## src/hw/rtl/dqb_pkg.sv

```systemverilog
package dqb_pkg;

  localparam int MAX_LABEL   = 63;
  localparam int STORE_DEPTH = 64;
  localparam int STORE_AW    = $clog2(STORE_DEPTH);
  localparam int CNT_W       = 7;
  localparam int CMD_DEPTH   = 4;
  localparam int HDR_BYTES   = 12;
  localparam int TRL_BYTES   = 5;

  localparam logic [7:0]  DOT_CHAR    = 8'h2E;
  localparam logic [15:0] HDR_FLAGS   = 16'h0100;
  localparam logic [15:0] HDR_QDCOUNT = 16'h0001;
  localparam logic [15:0] QCLASS_IN   = 16'h0001;

  typedef enum logic {
    REG_QUERY_TYPE = 1'b0,
    REG_QUERY_ID   = 1'b1
  } reg_idx_e;

  // One queue entry: the work one accepted request leaves for the back end.
  typedef struct packed {
    logic             hdr;     // emit the header first
    logic             close;   // close the buffered label
    logic [CNT_W-1:0] count;   // saturated label length
    logic             extra;   // empty final label after a trailing dot
    logic             trail;   // terminator, type and class, end of message
  } cmd_t;

  typedef enum logic [2:0] {
    B_IDLE,
    B_HDR,
    B_LEN,
    B_DATA,
    B_EMPTY,
    B_TRL
  } back_state_e;

  function automatic logic [7:0] hdr_byte(input logic [3:0] idx, input logic [15:0] id);
    logic [7:0] b;
    b = 8'h00;
    case (idx)
      4'd0:    b = id[15:8];
      4'd1:    b = id[7:0];
      4'd2:    b = HDR_FLAGS[15:8];
      4'd3:    b = HDR_FLAGS[7:0];
      4'd4:    b = HDR_QDCOUNT[15:8];
      4'd5:    b = HDR_QDCOUNT[7:0];
      default: b = 8'h00;
    endcase
    return b;
  endfunction

  function automatic logic [7:0] trl_byte(input logic [2:0] idx, input logic [15:0] qtype);
    logic [7:0] b;
    b = 8'h00;
    case (idx)
      3'd1:    b = qtype[15:8];
      3'd2:    b = qtype[7:0];
      3'd3:    b = QCLASS_IN[15:8];
      3'd4:    b = QCLASS_IN[7:0];
      default: b = 8'h00;
    endcase
    return b;
  endfunction

endpackage

```

## src/hw/rtl/dns_query_builder_core.sv

```systemverilog
// Channel  | Direction | Handshake                | Payload
// ---------+-----------+--------------------------+--------------------------------------
// name     | in        | in_valid_i / in_stall_o  | name_char_i[7:0], name_last_i
// message  | out       | out_valid_o / out_stall_i| out_word_o[15:0], out_two_bytes_o,
//          |           |                          | out_last_o, out_error_o
// config   | in        | APB psel/penable/pwrite  | paddr[2:0], pwdata/prdata[31:0]
//
// The back end produces one message byte per cycle while it has work and the
// output does not stall, and pairs the bytes into words: 12 header bytes, one
// per stored label character and one length byte per label, 5 trailer bytes. A
// name character is taken in the cycle it is offered unless in_stall_o is high.
// After a dot or the last character the front holds further requests until
// the label has been read out of the store, since both share that single store.
// Reset is asynchronous, active low, and clears all control state; no clearing
// pass is needed. A stalled output holds the back end only when a word is due.
module dns_query_builder_core
  import dqb_pkg::*;
(
  input  logic        clk_i,
  input  logic        rst_ni,
  // name character requests
  input  logic        in_valid_i,
  output logic        in_stall_o,
  input  logic [7:0]  name_char_i,
  input  logic        name_last_i,
  // message words
  output logic        out_valid_o,
  input  logic        out_stall_i,
  output logic [15:0] out_word_o,
  output logic        out_two_bytes_o,
  output logic        out_last_o,
  output logic        out_error_o,
  // configuration
  input  logic        psel,
  input  logic        penable,
  input  logic        pwrite,
  input  logic [2:0]  paddr,
  input  logic [31:0] pwdata,
  output logic [31:0] prdata,
  output logic        pready
);

  logic [15:0]         qtype_q, qid_q;
  reg_idx_e            reg_sel;
  logic                cfg_wr;

  logic                push, pop, fifo_empty, fifo_full, label_done;
  cmd_t                push_cmd, head_cmd;
  logic                ram_we, ram_re;
  logic [STORE_AW-1:0] ram_waddr, ram_raddr;
  logic [7:0]          ram_wdata, ram_rdata;

  // Registers sit at byte 0 and 4; decode on the word bit alone.
  assign pready  = 1'b1;
  assign reg_sel = reg_idx_e'(paddr[2]);
  assign cfg_wr  = psel && penable && pwrite && pready;

  always_comb begin
    unique case (reg_sel)
      REG_QUERY_TYPE: prdata = {16'h0000, qtype_q};
      REG_QUERY_ID:   prdata = {16'h0000, qid_q};
      default:        prdata = '0;
    endcase
  end

  always_ff @(posedge clk_i or negedge rst_ni) begin
    if (!rst_ni) begin
      qtype_q <= 16'h0001;
      qid_q   <= 16'h0000;
    end else if (cfg_wr) begin
      if (reg_sel == REG_QUERY_TYPE) begin
        qtype_q <= pwdata[15:0];
      end else begin
        qid_q <= pwdata[15:0];
      end
    end
  end

  // Front: take characters, fill the label store, queue header/label/trailer work.
  dqb_front u_front (
    .clk_i        (clk_i),
    .rst_ni       (rst_ni),
    .in_valid_i   (in_valid_i),
    .in_stall_o   (in_stall_o),
    .name_char_i  (name_char_i),
    .name_last_i  (name_last_i),
    .fifo_full_i  (fifo_full),
    .push_o       (push),
    .push_cmd_o   (push_cmd),
    .label_done_i (label_done),
    .ram_we_o     (ram_we),
    .ram_waddr_o  (ram_waddr),
    .ram_wdata_o  (ram_wdata)
  );

  // Short queue that lets front and back stall independently.
  dqb_cmd_fifo u_fifo (
    .clk_i      (clk_i),
    .rst_ni     (rst_ni),
    .push_i     (push),
    .push_cmd_i (push_cmd),
    .pop_i      (pop),
    .head_o     (head_cmd),
    .empty_o    (fifo_empty),
    .full_o     (fifo_full)
  );

  // Label store: written by the front, read by the back.
  dqb_ram #(
    .WIDTH (8),
    .DEPTH (STORE_DEPTH)
  ) u_label_store (
    .clk_i   (clk_i),
    .we_i    (ram_we),
    .waddr_i (ram_waddr),
    .wdata_i (ram_wdata),
    .re_i    (ram_re),
    .raddr_i (ram_raddr),
    .rdata_o (ram_rdata)
  );

  // Back: byte sequencer and word packer with the output register.
  dqb_back u_back (
    .clk_i           (clk_i),
    .rst_ni          (rst_ni),
    .query_type_i    (qtype_q),
    .query_id_i      (qid_q),
    .head_i          (head_cmd),
    .empty_i         (fifo_empty),
    .pop_o           (pop),
    .label_done_o    (label_done),
    .ram_re_o        (ram_re),
    .ram_raddr_o     (ram_raddr),
    .ram_rdata_i     (ram_rdata),
    .out_valid_o     (out_valid_o),
    .out_stall_i     (out_stall_i),
    .out_word_o      (out_word_o),
    .out_two_bytes_o (out_two_bytes_o),
    .out_last_o      (out_last_o),
    .out_error_o     (out_error_o)
  );

endmodule

```

## src/hw/rtl/dqb_ram.sv

```systemverilog
module dqb_ram #(
  parameter int WIDTH = 8,
  parameter int DEPTH = 64
) (
  input  logic                     clk_i,
  input  logic                     we_i,
  input  logic [$clog2(DEPTH)-1:0] waddr_i,
  input  logic [WIDTH-1:0]         wdata_i,
  input  logic                     re_i,
  input  logic [$clog2(DEPTH)-1:0] raddr_i,
  output logic [WIDTH-1:0]         rdata_o
);

  logic [WIDTH-1:0] mem_q [DEPTH];
  logic [WIDTH-1:0] rdata_q;

  always_ff @(posedge clk_i) begin
    if (we_i) begin
      mem_q[waddr_i] <= wdata_i;
    end
    if (re_i) begin
      rdata_q <= mem_q[raddr_i];
    end
  end

  assign rdata_o = rdata_q;

endmodule

```

## src/hw/rtl/dqb_cmd_fifo.sv

```systemverilog
module dqb_cmd_fifo
  import dqb_pkg::*;
(
  input  logic clk_i,
  input  logic rst_ni,
  input  logic push_i,
  input  cmd_t push_cmd_i,
  input  logic pop_i,
  output cmd_t head_o,
  output logic empty_o,
  output logic full_o
);

  localparam int PW = $clog2(CMD_DEPTH);

  cmd_t            slot_q [CMD_DEPTH];
  logic [PW-1:0]   wptr_q, wptr_d, rptr_q, rptr_d;
  logic [PW:0]     fill_q, fill_d;
  logic            do_push, do_pop;

  assign empty_o = (fill_q == '0);
  assign full_o  = (fill_q == (PW+1)'(CMD_DEPTH));
  assign do_push = push_i && !full_o;
  assign do_pop  = pop_i && !empty_o;
  assign head_o  = slot_q[rptr_q];

  always_comb begin
    wptr_d = do_push ? wptr_q + PW'(1) : wptr_q;
    rptr_d = do_pop  ? rptr_q + PW'(1) : rptr_q;
    fill_d = fill_q;
    if (do_push && !do_pop) begin
      fill_d = fill_q + (PW+1)'(1);
    end else if (do_pop && !do_push) begin
      fill_d = fill_q - (PW+1)'(1);
    end
  end

  always_ff @(posedge clk_i or negedge rst_ni) begin
    if (!rst_ni) begin
      wptr_q <= '0;
      rptr_q <= '0;
      fill_q <= '0;
    end else begin
      wptr_q <= wptr_d;
      rptr_q <= rptr_d;
      fill_q <= fill_d;
    end
  end

  always_ff @(posedge clk_i) begin
    if (do_push) begin
      slot_q[wptr_q] <= push_cmd_i;
    end
  end

endmodule

```

## src/hw/rtl/dqb_front.sv

```systemverilog
module dqb_front
  import dqb_pkg::*;
(
  input  logic                clk_i,
  input  logic                rst_ni,
  input  logic                in_valid_i,
  output logic                in_stall_o,
  input  logic [7:0]          name_char_i,
  input  logic                name_last_i,
  input  logic                fifo_full_i,
  output logic                push_o,
  output cmd_t                push_cmd_o,
  input  logic                label_done_i,
  output logic                ram_we_o,
  output logic [STORE_AW-1:0] ram_waddr_o,
  output logic [7:0]          ram_wdata_o
);

  logic [CNT_W-1:0] count_q, count_d, count_inc;
  logic             hdr_sent_q, hdr_sent_d;
  logic             busy_q, busy_d;
  logic             accept, is_dot;

  // Hold off while the back end still reads the label store or the queue is full.
  assign in_stall_o = busy_q || fifo_full_i;
  assign accept     = in_valid_i && !in_stall_o;
  assign is_dot     = (name_char_i == DOT_CHAR);

  assign ram_we_o    = accept && !is_dot && (count_q < CNT_W'(MAX_LABEL));
  assign ram_waddr_o = count_q[STORE_AW-1:0];
  assign ram_wdata_o = name_char_i;

  assign count_inc = (count_q <= CNT_W'(MAX_LABEL)) ? count_q + CNT_W'(1) : count_q;

  always_comb begin
    push_cmd_o       = '0;
    push_cmd_o.hdr   = !hdr_sent_q;
    count_d          = count_q;
    hdr_sent_d       = hdr_sent_q;
    busy_d           = busy_q;

    if (is_dot) begin
      push_cmd_o.close = 1'b1;
      push_cmd_o.count = count_q;
      push_cmd_o.extra = name_last_i;
    end else if (name_last_i) begin
      push_cmd_o.close = 1'b1;
      push_cmd_o.count = count_inc;
    end
    push_cmd_o.trail = name_last_i;

    push_o = accept && (push_cmd_o.hdr || push_cmd_o.close || push_cmd_o.trail);

    if (label_done_i) begin
      busy_d = 1'b0;
    end
    if (accept) begin
      if (is_dot || name_last_i) begin
        count_d = '0;
      end else begin
        count_d = count_inc;
      end
      hdr_sent_d = !name_last_i;
      if (push_cmd_o.close) begin
        busy_d = 1'b1;
      end
    end
  end

  always_ff @(posedge clk_i or negedge rst_ni) begin
    if (!rst_ni) begin
      count_q    <= '0;
      hdr_sent_q <= 1'b0;
      busy_q     <= 1'b0;
    end else begin
      count_q    <= count_d;
      hdr_sent_q <= hdr_sent_d;
      busy_q     <= busy_d;
    end
  end

endmodule

```

## src/hw/rtl/dqb_back.sv

```systemverilog
module dqb_back
  import dqb_pkg::*;
(
  input  logic                clk_i,
  input  logic                rst_ni,
  input  logic [15:0]         query_type_i,
  input  logic [15:0]         query_id_i,
  input  cmd_t                head_i,
  input  logic                empty_i,
  output logic                pop_o,
  output logic                label_done_o,
  output logic                ram_re_o,
  output logic [STORE_AW-1:0] ram_raddr_o,
  input  logic [7:0]          ram_rdata_i,
  output logic                out_valid_o,
  input  logic                out_stall_i,
  output logic [15:0]         out_word_o,
  output logic                out_two_bytes_o,
  output logic                out_last_o,
  output logic                out_error_o
);

  back_state_e         state_q, state_d;
  cmd_t                cmd_q, cmd_d;
  logic [STORE_AW-1:0] idx_q, idx_d;
  logic [7:0]          pend_b_q, pend_b_d;
  logic                pend_v_q, pend_v_d;
  logic                err_q, err_d;
  logic                ov_q, ov_d;
  logic [15:0]         word_q, word_d;
  logic                two_q, two_d;
  logic                last_q, last_d;
  logic                eword_q, eword_d;

  logic                byte_v, final_b, byte_ok, adv;
  logic [7:0]          byte_val;
  logic [STORE_AW-1:0] clip_len;
  logic                bad_len;

  assign clip_len = (cmd_q.count > CNT_W'(MAX_LABEL)) ? STORE_AW'(MAX_LABEL)
                                                      : cmd_q.count[STORE_AW-1:0];
  assign bad_len  = (cmd_q.count == '0) || (cmd_q.count > CNT_W'(MAX_LABEL));

  assign out_valid_o     = ov_q;
  assign out_word_o      = word_q;
  assign out_two_bytes_o = two_q;
  assign out_last_o      = last_q;
  assign out_error_o     = eword_q;

  always_comb begin
    cmd_d        = cmd_q;
    state_d      = state_q;
    idx_d        = idx_q;
    pend_b_d     = pend_b_q;
    pend_v_d     = pend_v_q;
    err_d        = err_q;
    word_d       = word_q;
    two_d        = two_q;
    last_d       = last_q;
    eword_d      = eword_q;
    ov_d         = ov_q && out_stall_i;
    pop_o        = 1'b0;
    label_done_o = 1'b0;
    ram_re_o     = 1'b0;
    ram_raddr_o  = idx_q + STORE_AW'(1);
    byte_v       = 1'b0;
    final_b      = 1'b0;
    byte_val     = 8'h00;

    unique case (state_q)
      B_HDR: begin
        byte_v   = 1'b1;
        byte_val = hdr_byte(idx_q[3:0], query_id_i);
      end
      B_LEN: begin
        byte_v   = 1'b1;
        byte_val = {2'b00, clip_len};
      end
      B_DATA: begin
        byte_v   = 1'b1;
        byte_val = ram_rdata_i;
      end
      B_EMPTY: begin
        byte_v   = 1'b1;
        byte_val = 8'h00;
      end
      B_TRL: begin
        byte_v   = 1'b1;
        byte_val = trl_byte(idx_q[2:0], query_type_i);
        final_b  = (idx_q == STORE_AW'(TRL_BYTES - 1));
      end
      default: begin
        byte_v = 1'b0;
      end
    endcase

    // A byte that completes a word, or ends the message, needs the output slot.
    byte_ok = !(pend_v_q || final_b) || !ov_q || !out_stall_i;
    adv     = byte_v && byte_ok;

    if (adv) begin
      if (pend_v_q || final_b) begin
        ov_d    = 1'b1;
        word_d  = pend_v_q ? {pend_b_q, byte_val} : {byte_val, 8'h00};
        two_d   = pend_v_q;
        last_d  = final_b;
        eword_d = err_q;
        pend_v_d = 1'b0;
      end else begin
        pend_b_d = byte_val;
        pend_v_d = 1'b1;
      end
    end

    unique case (state_q)
      B_IDLE: begin
        if (!empty_i) begin
          pop_o = 1'b1;
          cmd_d = head_i;
          idx_d = '0;
          if (head_i.hdr) begin
            state_d  = B_HDR;
            err_d    = 1'b0;
            pend_v_d = 1'b0;
          end else begin
            state_d = B_LEN;
            err_d   = err_q || (head_i.count == '0) || (head_i.count > CNT_W'(MAX_LABEL));
          end
        end
      end
      B_HDR: begin
        if (adv) begin
          idx_d = idx_q + STORE_AW'(1);
          if (idx_q == STORE_AW'(HDR_BYTES - 1)) begin
            idx_d = '0;
            if (cmd_q.close) begin
              state_d = B_LEN;
              err_d   = err_q || bad_len;
            end else begin
              state_d = B_IDLE;
            end
          end
        end
      end
      B_LEN: begin
        if (adv) begin
          idx_d = '0;
          if (clip_len != '0) begin
            state_d     = B_DATA;
            ram_re_o    = 1'b1;
            ram_raddr_o = '0;
          end else begin
            label_done_o = 1'b1;
            if (cmd_q.extra) begin
              state_d = B_EMPTY;
              err_d   = 1'b1;
            end else if (cmd_q.trail) begin
              state_d = B_TRL;
            end else begin
              state_d = B_IDLE;
            end
          end
        end
      end
      B_DATA: begin
        if (adv) begin
          if (idx_q == clip_len - STORE_AW'(1)) begin
            label_done_o = 1'b1;
            idx_d        = '0;
            if (cmd_q.extra) begin
              state_d = B_EMPTY;
              err_d   = 1'b1;
            end else if (cmd_q.trail) begin
              state_d = B_TRL;
            end else begin
              state_d = B_IDLE;
            end
          end else begin
            ram_re_o = 1'b1;
            idx_d    = idx_q + STORE_AW'(1);
          end
        end
      end
      B_EMPTY: begin
        if (adv) begin
          state_d = B_TRL;
          idx_d   = '0;
        end
      end
      B_TRL: begin
        if (adv) begin
          idx_d = idx_q + STORE_AW'(1);
          if (final_b) begin
            state_d = B_IDLE;
            idx_d   = '0;
          end
        end
      end
      default: begin
        state_d = B_IDLE;
      end
    endcase
  end

  always_ff @(posedge clk_i or negedge rst_ni) begin
    if (!rst_ni) begin
      state_q  <= B_IDLE;
      idx_q    <= '0;
      pend_v_q <= 1'b0;
      pend_b_q <= 8'h00;
      err_q    <= 1'b0;
      ov_q     <= 1'b0;
    end else begin
      state_q  <= state_d;
      idx_q    <= idx_d;
      pend_v_q <= pend_v_d;
      pend_b_q <= pend_b_d;
      err_q    <= err_d;
      ov_q     <= ov_d;
    end
  end

  always_ff @(posedge clk_i) begin
    cmd_q   <= cmd_d;
    word_q  <= word_d;
    two_q   <= two_d;
    last_q  <= last_d;
    eword_q <= eword_d;
  end

endmodule

```

## config.mk

```make
export PLATFORM = sky130hd
export DESIGN_NAME = dns_query_builder_core
export DESIGN_NICKNAME = d
export VERILOG_FILES = /design/src/hw/rtl/dqb_pkg.sv /design/src/hw/rtl/dns_query_builder_core.sv /design/src/hw/rtl/dqb_ram.sv /design/src/hw/rtl/dqb_cmd_fifo.sv /design/src/hw/rtl/dqb_front.sv /design/src/hw/rtl/dqb_back.sv
export SDC_FILE = /design/constraint.sdc
export NUM_CORES = 1
export LEC_CHECK = 0
export BUFFER_PORTS_ARGS = -buffer_cell sky130_fd_sc_hd__buf_4
export CORE_MARGIN = 1.5
export CORE_UTILIZATION = 55
export CTS_BUF_LIST = sky130_fd_sc_hd__clkbuf_2 sky130_fd_sc_hd__clkbuf_4 sky130_fd_sc_hd__clkbuf_8
export DETAILED_ROUTE_END_ITERATION = 16
export PLACE_DENSITY = 0.72
export SLEW_MARGIN = 20
export SYNTH_ARGS = -nofsm -noshare
export SYNTH_HDL_FRONTEND = slang
export SYNTH_HIERARCHICAL = 1
export SYNTH_SLANG_ARGS = --single-unit
```

## constraint.sdc

```tcl
create_clock -name clk_i -period 6.56 [get_ports clk_i]
set_input_delay 0.328 -clock clk_i [delete_from_list [all_inputs] [get_ports clk_i]]
set_output_delay 0.328 -clock clk_i [all_outputs]
set_load 0.02 [all_outputs]
```

==> impl_metrics.xml, run 1 <==
<?xml version="1.0" encoding="UTF-8"?>
<metrics>
  <group name="critical_path">
    <metric name="cp_max_fo" unit="">38</metric>
    <metric name="critical-path-slowest-cell" unit="">dfrtp_1</metric>
    <metric name="cp-start-kind" unit="">flop</metric>
    <metric name="critical_path.endpoint_type" unit="">flop</metric>
    <metric name="cp.arrival" unit="ns">5.38</metric>
    <metric name="maximum_single_stage_delay_on_the_critical_path" unit="ns">0.80</metric>
    <metric name="cp.required" unit="ns">6.95</metric>
    <metric name="crit_path_class" unit="">flop to flop</metric>
    <metric name="worstPathCellList" unit="">inv_2 &gt; nor2_1 &gt; nand2_1 &gt; nor3_1 &gt; nor2_4 &gt; buf_4 &gt; buf_4 &gt; mux4_2 &gt; mux4_2 &gt; nor2_1 &gt; o32ai_1</metric>
  </group>
  <group name="floorplan">
    <metric name="initial_core_util" unit="">0.557</metric>
    <metric name="floorplan_core_area" unit="mm2">0.0501</metric>
    <metric name="dieHeight" unit="um">228</metric>
    <metric name="std_cell_rows" unit="">82</metric>
    <metric name="dieArea" unit="mm2">0.0520</metric>
    <metric name="chipWidth" unit="um">228</metric>
    <metric name="num_io_pins" unit="">105</metric>
  </group>
  <group name="drt">
    <metric name="dr.pass1.iters" unit="">5</metric>
    <metric name="routedWlPerCell" unit="um">23.9</metric>
    <metric name="drcViolationCount" unit="">0</metric>
    <metric name="initialDrtViolationCount" unit="">1509</metric>
    <metric name="drt-total-wl" unit="um">58600</metric>
    <metric name="vias" unit="">14891</metric>
    <metric name="antenna_left" unit="">0</metric>
    <metric name="drt-vias-per-instance" unit="">6.09</metric>
  </group>
  <group name="clock_tree">
    <metric name="post_cts.repair.setup_buffers" unit="">0</metric>
    <metric name="clk_transition_reported_paths" unit="ns">0.06</metric>
    <metric name="clkSinkCount" unit="">661</metric>
    <metric name="clock_tree.root_cell" unit="">clkbuf_8</metric>
    <metric name="htree_num_levels" unit="">3</metric>
    <metric name="tritoncts" unit="">done</metric>
    <metric name="max-clock-path-buffers" unit="">3</metric>
    <metric name="cts_resized" unit="">0</metric>
    <metric name="worst_skew_pair.late_latency" unit="ns">0.68</metric>
    <metric name="cts_buffers" unit="">102</metric>
  </group>
  <group name="finish">
    <metric name="area_growth_synth_to_finish" unit="%">11.2</metric>
    <metric name="final_nets" unit="">1753</metric>
    <metric name="final_layout_size_suffix_gt1_frac" unit="">0.273</metric>
  </group>
  <group name="grt">
    <metric name="grt_start_max_net_pins" unit="">74</metric>
    <metric name="met3_usage" unit="">0.0433</metric>
    <metric name="met1_track_demand_over_resource" unit="">0.313</metric>
    <metric name="via_count_of_the_first_global_routing_pass" unit="">15063</metric>
    <metric name="global_route_usage_sum" unit="">0.228</metric>
    <metric name="top_usage_layer" unit="">met2</metric>
    <metric name="grt_pass1_wl" unit="um">89500</metric>
    <metric name="antenna_violations_before_repair" unit="">1</metric>
    <metric name="global_route.usage.met2" unit="">0.366</metric>
    <metric name="grt-ovfl-total" unit="">0</metric>
  </group>
  <group name="outcome">
    <metric name="result_of_the_run" unit="">complete, no violations</metric>
  </group>
  <group name="logic_synthesis">
    <metric name="synth-compound-area-share" unit="">0.0485</metric>
    <metric name="synthAdderAreaFrac" unit="">0.00566</metric>
    <metric name="synth_area" unit="mm2">0.0279</metric>
    <metric name="synth.ff_latch_count" unit="">661</metric>
    <metric name="yosys_most_used_dff" unit="">edfxtp_1</metric>
    <metric name="synthesis.yosys.warnings" unit="">6</metric>
    <metric name="ys_top_cells_by_count" unit="">593 x edfxtp_1, 130 x nor2_1, 129 x mux4_2, 79 x nand2_1, 67 x dfrtp_1</metric>
    <metric name="synth_largest_type_area_fraction" unit="">0.639</metric>
    <metric name="synth_xor_area_frac" unit="">0.00400</metric>
    <metric name="syn_area_per_cell" unit="um2">17.6</metric>
    <metric name="netlist_top_cells_area" unit="">edfxtp_1 64%, mux4_2 10%, dfrtp_1 6.0%</metric>
    <metric name="largest_family_of_logic_cells_by_synthesized_area" unit="">multiplexers</metric>
    <metric name="synth_cell_types" unit="">93</metric>
    <metric name="synth_most_common_cell" unit="">edfxtp_1</metric>
    <metric name="netlist_instances" unit="">1586</metric>
    <metric name="synthArstFlopShare" unit="">0.103</metric>
    <metric name="synth-edff-count" unit="">593</metric>
    <metric name="yosys-mux-area-fraction" unit="">0.151</metric>
    <metric name="synth_largest_area_cell" unit="">edfxtp_1</metric>
    <metric name="synth.yosys.seq_area_share" unit="">0.700</metric>
    <metric name="simple_gate_share_of_the_synthesized_area" unit="">0.0611</metric>
  </group>
  <group name="placed_design">
    <metric name="place.port_buffers" unit="">69</metric>
    <metric name="detailed_placement_wirelength_estimate" unit="um">35700</metric>
    <metric name="place_congestion" unit="">0.888</metric>
  </group>
  <group name="power_and_ir_drop">
    <metric name="vdd.ir_drop.worst" unit="mV">0.349</metric>
    <metric name="p_per_area" unit="mW/mm2">429</metric>
    <metric name="power.leakage" unit="nW">10.3</metric>
    <metric name="p_total" unit="mW">13.3</metric>
  </group>
  <group name="timing">
    <metric name="clock_skew" unit="ns">0.0251</metric>
    <metric name="timing.slew.headroom" unit="">0.266</metric>
    <metric name="rsz_0062_raised_after_global_routing" unit="">false</metric>
    <metric name="max_slew.worst_pin.slew" unit="ns">1.10</metric>
    <metric name="report.final.setup_viol" unit="">0</metric>
    <metric name="totalNegativeSetupSlack" unit="ns">0</metric>
    <metric name="highest_clock_frequency_the_design_can_meet" unit="MHz">201</metric>
    <metric name="final.period_utilization" unit="">0.760</metric>
    <metric name="slew_violations" unit="">0</metric>
    <metric name="hold_viol" unit="">0</metric>
    <metric name="final_period_minus_worst_setup_slack" unit="ns">4.98</metric>
  </group>
  <group name="job">
    <metric name="max_cap_viol_count" unit="">0</metric>
  </group>
  <group name="hold_path">
    <metric name="min-delay-path-class" unit="">input port to flop</metric>
  </group>
</metrics>
==> area by class of cell <==
cell class,count,area (um2)
repair buffers,103,833
diodes,1,2.50
well taps,672,841
clock buffers,145,1830
clock inverters,42,304
flip-flops and latches,661,19500
fillers,3618,19100
multi-input cells,804,7610
inverters,18,67.6
==> sequential cells by signal, indices dropped and copies added (netlist names), 2 cells and up <==
signal                 flops
u_fifo/fill_q              3
u_front/count_q            7
u_label_store/rdata_o      8
u_fifo/wptr_q              2
qtype_q                   16
qid_q                     16
u_back/state_q             3
u_back/pend_b_q            8
u_back/out_word_o         16
u_label_store/mem_q      512
u_back/cmd_q              10
u_fifo/rptr_q              2
u_fifo/slot_q             44
u_back/idx_q               6
==> cell families after synthesis <==
kind of cell / after synthesis
flops: 661
simple gates: 347
mux: 232
compound gates: 185
buf+inv: 136
fa+ha+maj: 12
xor+xnor: 11
other cells: 2
==> per-stage QoR <==
stage / utilization / instances / instance area (um2) / setup slack [ns] / hold slack [ns]
final: 0.619 / 2446 / 31000 / 1.58 / 0.0963
after global routing: 0.619 / 2446 / 31000 / 1.32 / 0.0987
after CTS: 0.619 / 2445 / 31000 / 1.62 / 0.0422
after detailed placement: 0.573 / 2239 / 28700 / 1.66 / 0.472
after global placement: 0.573 / 2239 / 28700 / 1.78 / 0.462
after floorplan: - / 1601 / 27900 / 3.23 / 0.0324
==> routing by layer <==
layer | share of wire | vias up
li1 | - | 6497
met1 | 0.41 | 7636
met2 | 0.49 | 650
met3 | 0.076 | 108
met4 | 0.027 | 0
met5 | 0 | -
==> critical path: cells and delay by family (launching register included) <==
family	cells	cell delay [ns]
buf+inv	3	0.93
compound gates	1	0.19
simple gates	5	1.66
mux	2	1.02
flops	1	0.80
==> layout by cell type, fill, tap and decap left out, drive strengths merged, types with 4 or more instances in the layout <==
master,instances
mux2i,28
nor2,131
o31ai,4
clkinvlp,4
nand2b,11
or3,5
dlygate4sd3,19
edfxtp,593
mux4,137
o22a,4
o221ai,11
bufinv,4
o21ai,32
buf,84
nand4b,4
a31oi,4
dfrtp,67
a32o,5
nor2b,28
conb,17
nand2,79
inv,19
ha,11
xnor2,7
nand3,25
a21oi,35
a211oi,6
nand4,5
and2,10
clkinv,33
o22ai,14
nor4,6
o2bb2ai,4
clkbuf,145
a221oi,8
nor3,24
and3,4
mux2,67
a22oi,19
==> power breakdown <==
group          switching (mW)  internal, mW
clock network            1.54          1.95
registers               0.332          4.96
logic                    2.48          2.02
total                    4.35          8.93
==> final timing paths <==
| check | from | to | slack [ns] | depth (start not counted) |
|---|---|---|---|---|
| min in group asynchronous | rst_ni | u_front/count_q[5]$_DFFE_PN0N_ | 0.31 | 2 |
| worst max register to register | u_back/state_q[1]$_DFFE_PN0P_ | u_label_store/rdata_o[4]$_DFFE_PP_ | 1.58 | 11 |
| max in group asynchronous | rst_ni | qid_q[14]$_DFFE_PN0P_ | 5.61 | 2 |
| worst max-delay path | u_back/state_q[1]$_DFFE_PN0P_ | u_label_store/rdata_o[4]$_DFFE_PP_ | 1.58 | 11 |
| worst min register to register | u_back/pend_b_q[5]$_DFFE_PN0P_ | u_back/pend_b_q[5]$_DFFE_PN0P_ | 0.48 | 2 |
| worst min-delay path | in_valid_i | u_front/count_q[0]$_DFFE_PN0N_ | 0.1 | 4 |
==> what timing repair did <==
action | in CTS | in global routing
endpoints found under the hold margin | 105 | 0
hold buffers | 19 | 0
setup endpoints to repair | 0 | 0
(Power assumes the default switching activity.)
==> run 2: changes to the inputs <==
Clock period 6.56 ns to 4.9 ns, I/O delays scaled along.
==> run 2 against run 1 <==
Effect of this change: critical endpoint is now u_label_store/rdata_o[6]$_DFFE_PP_; worst hold slack improved by 0.042 ns; combinational power increased by 40%; sequential power grew 33%; sequential share of layout area shrank 0.56 points; die area unchanged; final cell count increased by 1.6%; global-route usage increased by 0.64 points; largest cell class unchanged.
==> impl_metrics.xml, run 2 (synthesis gave the netlist of run 1 again) <==
<?xml version="1.0" encoding="UTF-8"?>
<metrics>
  <group name="finish">
    <metric name="final-instance-count-excl-fill" unit="">2484</metric>
    <metric name="layout.cells.most_common_list" unit="">593 x edfxtp_1, 129 x nor2_1, 129 x mux4_2</metric>
    <metric name="largest-register" unit="">u_label_store/mem_q</metric>
    <metric name="final_layout_size_suffix_gt1_frac" unit="">0.284</metric>
    <metric name="top_regs" unit="">u_label_store/mem_q x512, u_fifo/slot_q x44</metric>
    <metric name="seq_area" unit="mm2">0.0195</metric>
    <metric name="mostFrequentLayoutCell" unit="">edfxtp_1</metric>
    <metric name="area_growth_synth_to_finish" unit="%">12.2</metric>
    <metric name="final_util" unit="">0.625</metric>
    <metric name="multiInputGateArea" unit="mm2">0.00760</metric>
    <metric name="antennaDiodeCount" unit="">0</metric>
    <metric name="flip_flop_count_of_the_largest_register_all_copies_and_words_added" unit="">512</metric>
    <metric name="final_nets" unit="">1790</metric>
    <metric name="n_fill_cell" unit="">3519</metric>
  </group>
  <group name="job">
    <metric name="max_cap_viol_count" unit="">0</metric>
  </group>
  <group name="power_and_ir_drop">
    <metric name="vdd.ir_drop.worst" unit="mV">0.425</metric>
    <metric name="p_per_area" unit="mW/mm2">573</metric>
    <metric name="power.leakage" unit="nW">10.5</metric>
  </group>
  <group name="floorplan">
    <metric name="floorplan_core_area" unit="mm2">0.0501</metric>
    <metric name="dieArea" unit="mm2">0.0520</metric>
    <metric name="initial_core_util" unit="">0.557</metric>
    <metric name="dieHeight" unit="um">228</metric>
    <metric name="num_io_pins" unit="">105</metric>
    <metric name="chipWidth" unit="um">228</metric>
    <metric name="std_cell_rows" unit="">82</metric>
  </group>
  <group name="drt">
    <metric name="antenna_left" unit="">0</metric>
    <metric name="dr_wl_met2" unit="um">29100</metric>
    <metric name="routed-wl-met3" unit="um">4090</metric>
    <metric name="dr.pass1.iters" unit="">7</metric>
    <metric name="routedWlPerCell" unit="um">24.0</metric>
    <metric name="drt-vias-per-instance" unit="">6.09</metric>
    <metric name="wirelength_met1" unit="um">24700</metric>
    <metric name="vias" unit="">15136</metric>
    <metric name="initialDrtViolationCount" unit="">1651</metric>
    <metric name="drcViolationCount" unit="">0</metric>
    <metric name="highest_layer" unit="">met5</metric>
    <metric name="drt-total-wl" unit="um">59700</metric>
  </group>
  <group name="clock_tree">
    <metric name="clk_transition_reported_paths" unit="ns">0.06</metric>
    <metric name="clock_tree.root_cell" unit="">clkbuf_8</metric>
    <metric name="worst_skew_pair.late_latency" unit="ns">0.69</metric>
    <metric name="htree_num_levels" unit="">3</metric>
    <metric name="cts_resized" unit="">0</metric>
    <metric name="tritoncts" unit="">done</metric>
    <metric name="cts_hold_repair.buffers" unit="">20</metric>
    <metric name="max-clock-path-buffers" unit="">3</metric>
    <metric name="post_cts.repair.setup_buffers" unit="">0</metric>
    <metric name="cts_buffers" unit="">101</metric>
    <metric name="clkSinkCount" unit="">661</metric>
  </group>
  <group name="grt">
    <metric name="via_count_of_the_first_global_routing_pass" unit="">15311</metric>
    <metric name="global_route_usage_sum" unit="">0.234</metric>
    <metric name="grt_start_max_net_pins" unit="">69</metric>
    <metric name="grt-ovfl-total" unit="">0</metric>
    <metric name="antenna_violations_before_repair" unit="">1</metric>
    <metric name="grt_pass1_wl" unit="um">92000</metric>
  </group>
  <group name="critical_path">
    <metric name="critical_path.top_delay_family" unit="">simple AND/OR/NAND/NOR gates</metric>
    <metric name="cp-start-kind" unit="">flop</metric>
    <metric name="worstPathCellList" unit="">nor2_1 &gt; ha_1 &gt; and3_1 &gt; nor3_1 &gt; nor2b_4 &gt; buf_12 &gt; nand2b_1 &gt; a211oi_1 &gt; nor4_1 &gt; nor3_1 &gt; o32ai_1</metric>
    <metric name="critical_path_launch_point" unit="">u_back/cmd_q[8]$_DFFE_PP_</metric>
    <metric name="critical_path.endpoint_type" unit="">flop</metric>
    <metric name="critical-path-slowest-cell" unit="">nor3_1</metric>
    <metric name="cp_max_fo" unit="">41</metric>
    <metric name="cp.required" unit="ns">5.35</metric>
    <metric name="cp.buffers_inverters" unit="">1</metric>
    <metric name="maximum_single_stage_delay_on_the_critical_path" unit="ns">0.62</metric>
    <metric name="crit_path_class" unit="">flop to flop</metric>
    <metric name="timing.rr.start" unit="">u_back/cmd_q[8]$_DFFE_PP_</metric>
    <metric name="worst_path_most_repeated_cell" unit="">nor3_1</metric>
    <metric name="cp.arrival" unit="ns">4.64</metric>
  </group>
  <group name="timing">
    <metric name="highest_clock_frequency_the_design_can_meet" unit="MHz">238</metric>
    <metric name="hold_viol" unit="">0</metric>
    <metric name="report.final.setup_viol" unit="">0</metric>
    <metric name="holdWs" unit="ns">0.138</metric>
    <metric name="clock_skew" unit="ns">0.0391</metric>
    <metric name="timing.slew.headroom" unit="">0.358</metric>
    <metric name="max_slew.worst_pin.slew" unit="ns">0.963</metric>
    <metric name="rsz_0062_raised_after_global_routing" unit="">false</metric>
    <metric name="slew_violations" unit="">0</metric>
    <metric name="totalNegativeSetupSlack" unit="ns">0</metric>
    <metric name="final_period_minus_worst_setup_slack" unit="ns">4.20</metric>
    <metric name="final.period_utilization" unit="">0.856</metric>
  </group>
  <group name="hold_path">
    <metric name="hold_path_startpoint" unit="">name_char_i[2]</metric>
    <metric name="min-delay-path-class" unit="">input port to flop</metric>
  </group>
  <group name="placed_design">
    <metric name="detailed_placement_wirelength_estimate" unit="um">36900</metric>
    <metric name="placed_cells" unit="">2276</metric>
    <metric name="place.port_buffers" unit="">69</metric>
    <metric name="place_congestion" unit="">0.896</metric>
  </group>
  <group name="outcome">
    <metric name="result_of_the_run" unit="">complete, no violations</metric>
  </group>
</metrics>
==> run 2: cell count changes in the layout (fill, tap and decap cells not counted), sizes merged <==
cell and delta:
clkbuf +5, buf +37, dlygate4sd3 +1, clkinvlp -3
inv +1, clkinv -1, bufinv -1, diode -1
==> run 2: area by class of cell <==
cell class,count,share of cell area
clock buffers,150,0.0590
clock inverters,38,0.00788
inverters,18,0.00216
multi-input cells,804,0.243
flip-flops and latches,661,0.624
well taps,672,0.0269
repair buffers,141,0.0370
==> run 2: worst register-to-register path, stage by stage (launching register included) <==
cell      delay [ns]
edfxtp_1        0.61
nor2_1          0.16
ha_1            0.30
and3_1          0.23
nor3_1          0.62
nor2b_4         0.25
buf_12          0.26
nand2b_1        0.37
a211oi_1        0.10
nor4_1          0.48
nor3_1          0.14
o32ai_1         0.43
==> run 2: metal layers <==
metal	track usage	vias to the layer above
met3	0.0414	124
met1	0.325	7785
li1	-	6586
met5	0	-
met2	0.375	639
met4	0.0913	2
==> run 2: power by group <==
part	total, mW	internal [mW]	switching [mW]
Combinational	6.32	2.88	3.44
Sequential	7.01	6.64	0.363
Clock	4.61	2.57	2.04
Total	17.9	12.1	5.84
==> run 2: final timing paths <==
check	to	slack, ns	cells after the start
min in group asynchronous	u_fifo/rptr_q[0]$_DFFE_PN0P_	0.22	2
hold reg to reg	u_back/pend_b_q[2]$_DFFE_PN0P_	0.48	2
max in group asynchronous	qid_q[9]$_DFFE_PN0P_	3.99	2
setup reg to reg	u_label_store/rdata_o[6]$_DFFE_PP_	0.70	11
setup / recovery	u_label_store/rdata_o[6]$_DFFE_PP_	0.70	11
hold / removal	u_label_store/mem_q[55][2]$_DFFE_PP_	0.14	1
==> run 2: stage by stage <==
step	power [mW]	setup slack [ns]	instance area (um2)
6_report	17.9	0.704	31300
5_1_grt	18.8	0.488	31300
4_1_cts	18.0	0.724	31300
3_5_place_dp	13.4	0.744	29000
3_3_place_gp	13.3	0.808	29000
2_1_floorplan	11.6	1.57	27900
==> run 3: changes to the inputs <==
Clock period 4.9 ns to 5.3 ns, I/O delays scaled along.
==> run 3 against run 2 <==
Effect of this change: clock-buffer cell count is 11 lower; global-route usage decreased by 0.27 points; final cell count is 0.48% higher; sequential cell count stayed put; highest routed layer is now met4.
==> impl_metrics.xml, run 3 (synthesis gave the netlist of run 1 again) <==
<?xml version="1.0" encoding="UTF-8"?>
<metrics>
  <group name="outcome">
    <metric name="result_of_the_run" unit="">complete, no violations</metric>
  </group>
  <group name="clock_tree">
    <metric name="clock_tree.root_cell" unit="">clkbuf_8</metric>
    <metric name="worst_skew_pair.late_latency" unit="ns">0.69</metric>
    <metric name="tritoncts" unit="">done</metric>
    <metric name="cts_hold_repair.buffers" unit="">20</metric>
    <metric name="htree_num_levels" unit="">3</metric>
    <metric name="max-clock-path-buffers" unit="">3</metric>
    <metric name="cts_resized" unit="">0</metric>
    <metric name="cts_buffers" unit="">102</metric>
    <metric name="clk_transition_reported_paths" unit="ns">0.06</metric>
    <metric name="post_cts.repair.setup_buffers" unit="">0</metric>
    <metric name="clkSinkCount" unit="">661</metric>
  </group>
  <group name="hold_path">
    <metric name="hold_end" unit="">u_label_store/mem_q[49][2]$_DFFE_PP_</metric>
    <metric name="hold_path_startpoint" unit="">name_char_i[2]</metric>
    <metric name="min-delay-path-class" unit="">input port to flop</metric>
    <metric name="timing.hold.worst_path_depth" unit="">1</metric>
  </group>
  <group name="grt">
    <metric name="global_route_usage_sum" unit="">0.232</metric>
    <metric name="antenna_violations_before_repair" unit="">0</metric>
    <metric name="global_route.usage.met2" unit="">0.376</metric>
    <metric name="grt_start_max_net_pins" unit="">69</metric>
    <metric name="grt_pass1_wl" unit="um">91600</metric>
    <metric name="met1_track_demand_over_resource" unit="">0.319</metric>
    <metric name="met3_usage" unit="">0.0371</metric>
    <metric name="via_count_of_the_first_global_routing_pass" unit="">15399</metric>
    <metric name="top_usage_layer" unit="">met2</metric>
    <metric name="grt-ovfl-total" unit="">0</metric>
  </group>
  <group name="power_and_ir_drop">
    <metric name="p_per_area" unit="mW/mm2">524</metric>
    <metric name="netSwitchingFraction" unit="">0.329</metric>
    <metric name="seq_power_share" unit="">0.396</metric>
    <metric name="vdd.ir_drop.worst" unit="mV">0.397</metric>
    <metric name="power.switching" unit="mW">5.39</metric>
    <metric name="pwr-share-clk" unit="">0.254</metric>
    <metric name="p_total" unit="mW">16.4</metric>
    <metric name="power.share.combinational" unit="">0.350</metric>
    <metric name="power.leakage" unit="nW">10.6</metric>
    <metric name="intPower" unit="mW">11.0</metric>
  </group>
  <group name="placed_design">
    <metric name="dp_slack" unit="ns">0.641</metric>
    <metric name="postPlaceCellArea" unit="mm2">0.0291</metric>
    <metric name="detailed_placement_wirelength_estimate" unit="um">36500</metric>
    <metric name="place.port_buffers" unit="">69</metric>
    <metric name="place_congestion" unit="">0.848</metric>
  </group>
  <group name="finish">
    <metric name="n_fill_cell" unit="">3509</metric>
    <metric name="final_layout_size_suffix_gt1_frac" unit="">0.286</metric>
    <metric name="seq_area" unit="mm2">0.0195</metric>
    <metric name="top_regs" unit="">u_label_store/mem_q x512, u_fifo/slot_q x44</metric>
    <metric name="flip_flop_count_of_the_largest_register_all_copies_and_words_added" unit="">512</metric>
    <metric name="design_area" unit="mm2">0.0313</metric>
    <metric name="largest-register" unit="">u_label_store/mem_q</metric>
    <metric name="mostFrequentLayoutCell" unit="">edfxtp_1</metric>
    <metric name="multiInputGateArea" unit="mm2">0.00760</metric>
    <metric name="antennaDiodeCount" unit="">0</metric>
    <metric name="area_growth_synth_to_finish" unit="%">12.4</metric>
    <metric name="layout.cells.most_common_list" unit="">593 x edfxtp_1, 129 x nor2_1, 129 x mux4_2</metric>
    <metric name="final_nets" unit="">1801</metric>
  </group>
  <group name="floorplan">
    <metric name="num_io_pins" unit="">105</metric>
    <metric name="initial_core_util" unit="">0.557</metric>
    <metric name="dieHeight" unit="um">228</metric>
    <metric name="std_cell_rows" unit="">82</metric>
    <metric name="chipWidth" unit="um">228</metric>
    <metric name="floorplan_core_area" unit="mm2">0.0501</metric>
    <metric name="dieArea" unit="mm2">0.0520</metric>
  </group>
  <group name="drt">
    <metric name="vias" unit="">15103</metric>
    <metric name="routedWlPerCell" unit="um">23.7</metric>
    <metric name="drt-total-wl" unit="um">59200</metric>
    <metric name="antenna_left" unit="">0</metric>
    <metric name="drt-vias-per-instance" unit="">6.05</metric>
    <metric name="drcViolationCount" unit="">0</metric>
    <metric name="initialDrtViolationCount" unit="">1487</metric>
    <metric name="dr.pass1.iters" unit="">5</metric>
  </group>
  <group name="timing">
    <metric name="report.final.setup_viol" unit="">0</metric>
    <metric name="hold_viol" unit="">0</metric>
    <metric name="max_slew.worst_pin.slew" unit="ns">1.05</metric>
    <metric name="final_period_minus_worst_setup_slack" unit="ns">4.36</metric>
    <metric name="final.period_utilization" unit="">0.823</metric>
    <metric name="totalNegativeSetupSlack" unit="ns">0</metric>
    <metric name="clock_skew" unit="ns">0.0348</metric>
    <metric name="rsz_0062_raised_after_global_routing" unit="">false</metric>
    <metric name="highest_clock_frequency_the_design_can_meet" unit="MHz">229</metric>
    <metric name="final_critical_path_setup_slack" unit="ns">0.938</metric>
    <metric name="timing.slew.headroom" unit="">0.297</metric>
    <metric name="slew_violations" unit="">0</metric>
  </group>
  <group name="critical_path">
    <metric name="worst_path_most_repeated_cell" unit="">buf_4</metric>
    <metric name="critical-path-slowest-cell" unit="">edfxtp_1</metric>
    <metric name="maximum_single_stage_delay_on_the_critical_path" unit="ns">0.56</metric>
    <metric name="critical_path.endpoint_type" unit="">flop</metric>
    <metric name="timing.rr.start" unit="">u_back/cmd_q[8]$_DFFE_PP_</metric>
    <metric name="cp.arrival" unit="ns">4.79</metric>
    <metric name="worstPathCellList" unit="">nor2_1 &gt; ha_1 &gt; and3_1 &gt; nor3_1 &gt; buf_4 &gt; nor2b_4 &gt; buf_12 &gt; buf_4 &gt; nand3_1 &gt; o221ai_1 &gt; a21oi_1 &gt; o21ai_0 &gt; nand2_1</metric>
    <metric name="cp.required" unit="ns">5.73</metric>
    <metric name="critical_path.top_delay_family" unit="">simple AND/OR/NAND/NOR gates</metric>
    <metric name="r2r_end" unit="">u_label_store/rdata_o[7]$_DFFE_PP_</metric>
    <metric name="cp_max_fo" unit="">65</metric>
    <metric name="cp-start-kind" unit="">flop</metric>
    <metric name="setup.reg_to_reg.worst_slack" unit="ns">0.94</metric>
    <metric name="crit_path_class" unit="">flop to flop</metric>
    <metric name="cp.buffers_inverters" unit="">3</metric>
    <metric name="ff2ff_path_depth" unit="">13</metric>
  </group>
  <group name="job">
    <metric name="max_cap_viol_count" unit="">0</metric>
  </group>
</metrics>
==> run 3: power by group through the flow <==
stage,combinational (mW),sequential [mW],clock (mW)
6_report,5.75,6.49,4.16
5_1_grt,6.15,6.53,4.50
4_1_cts,5.74,6.48,4.26
3_5_place_dp,5.71,6.58,0
3_3_place_gp,5.65,6.57,0
2_1_floorplan,4.25,6.51,0
==> run 3: per-stage QoR <==
stage               cells   util  hold slack, ns
floorplan            1601      -         -0.0306
global placement     2285  0.581           0.438
detailed placement   2285  0.581           0.452
CTS                  2495  0.625          0.0980
global route         2496  0.626           0.148
finish               2496  0.626           0.139
==> run 3: worst max-delay path by stage <==
stage                                         start                                  to  slack, ns  cells past startpoint
after floorplan           u_back/cmd_q[8]$_DFFE_PP_  u_label_store/rdata_o[3]$_DFFE_PP_       1.97                     12
after global placement    u_back/cmd_q[8]$_DFFE_PP_  u_label_store/rdata_o[4]$_DFFE_PP_       0.67                     13
after detailed placement  u_back/cmd_q[8]$_DFFE_PP_  u_label_store/rdata_o[6]$_DFFE_PP_       0.64                     11
after CTS                 u_back/cmd_q[8]$_DFFE_PP_  u_label_store/rdata_o[1]$_DFFE_PP_       0.63                     11
after global routing      u_back/cmd_q[8]$_DFFE_PP_  u_label_store/rdata_o[7]$_DFFE_PP_       0.69                     13
final                     u_back/cmd_q[8]$_DFFE_PP_  u_label_store/rdata_o[7]$_DFFE_PP_       0.94                     13
==> run 3: per-layer routing <==
| layer | up-vias | share of wire |
|---|---|---|
| met5 | - | 0 |
| met4 | 0 | 0.030 |
| met3 | 115 | 0.070 |
| met2 | 644 | 0.49 |
| met1 | 7740 | 0.41 |
| li1 | 6604 | - |
==> run 3: area by class of cell <==
class / count / area share
multi-input cells: 804 / 0.243
clock inverters: 51 / 0.00963
clock buffers: 139 / 0.0551
flip-flops and latches: 661 / 0.623
repair buffers: 151 / 0.0406
well taps: 672 / 0.0268
inverters: 18 / 0.00216
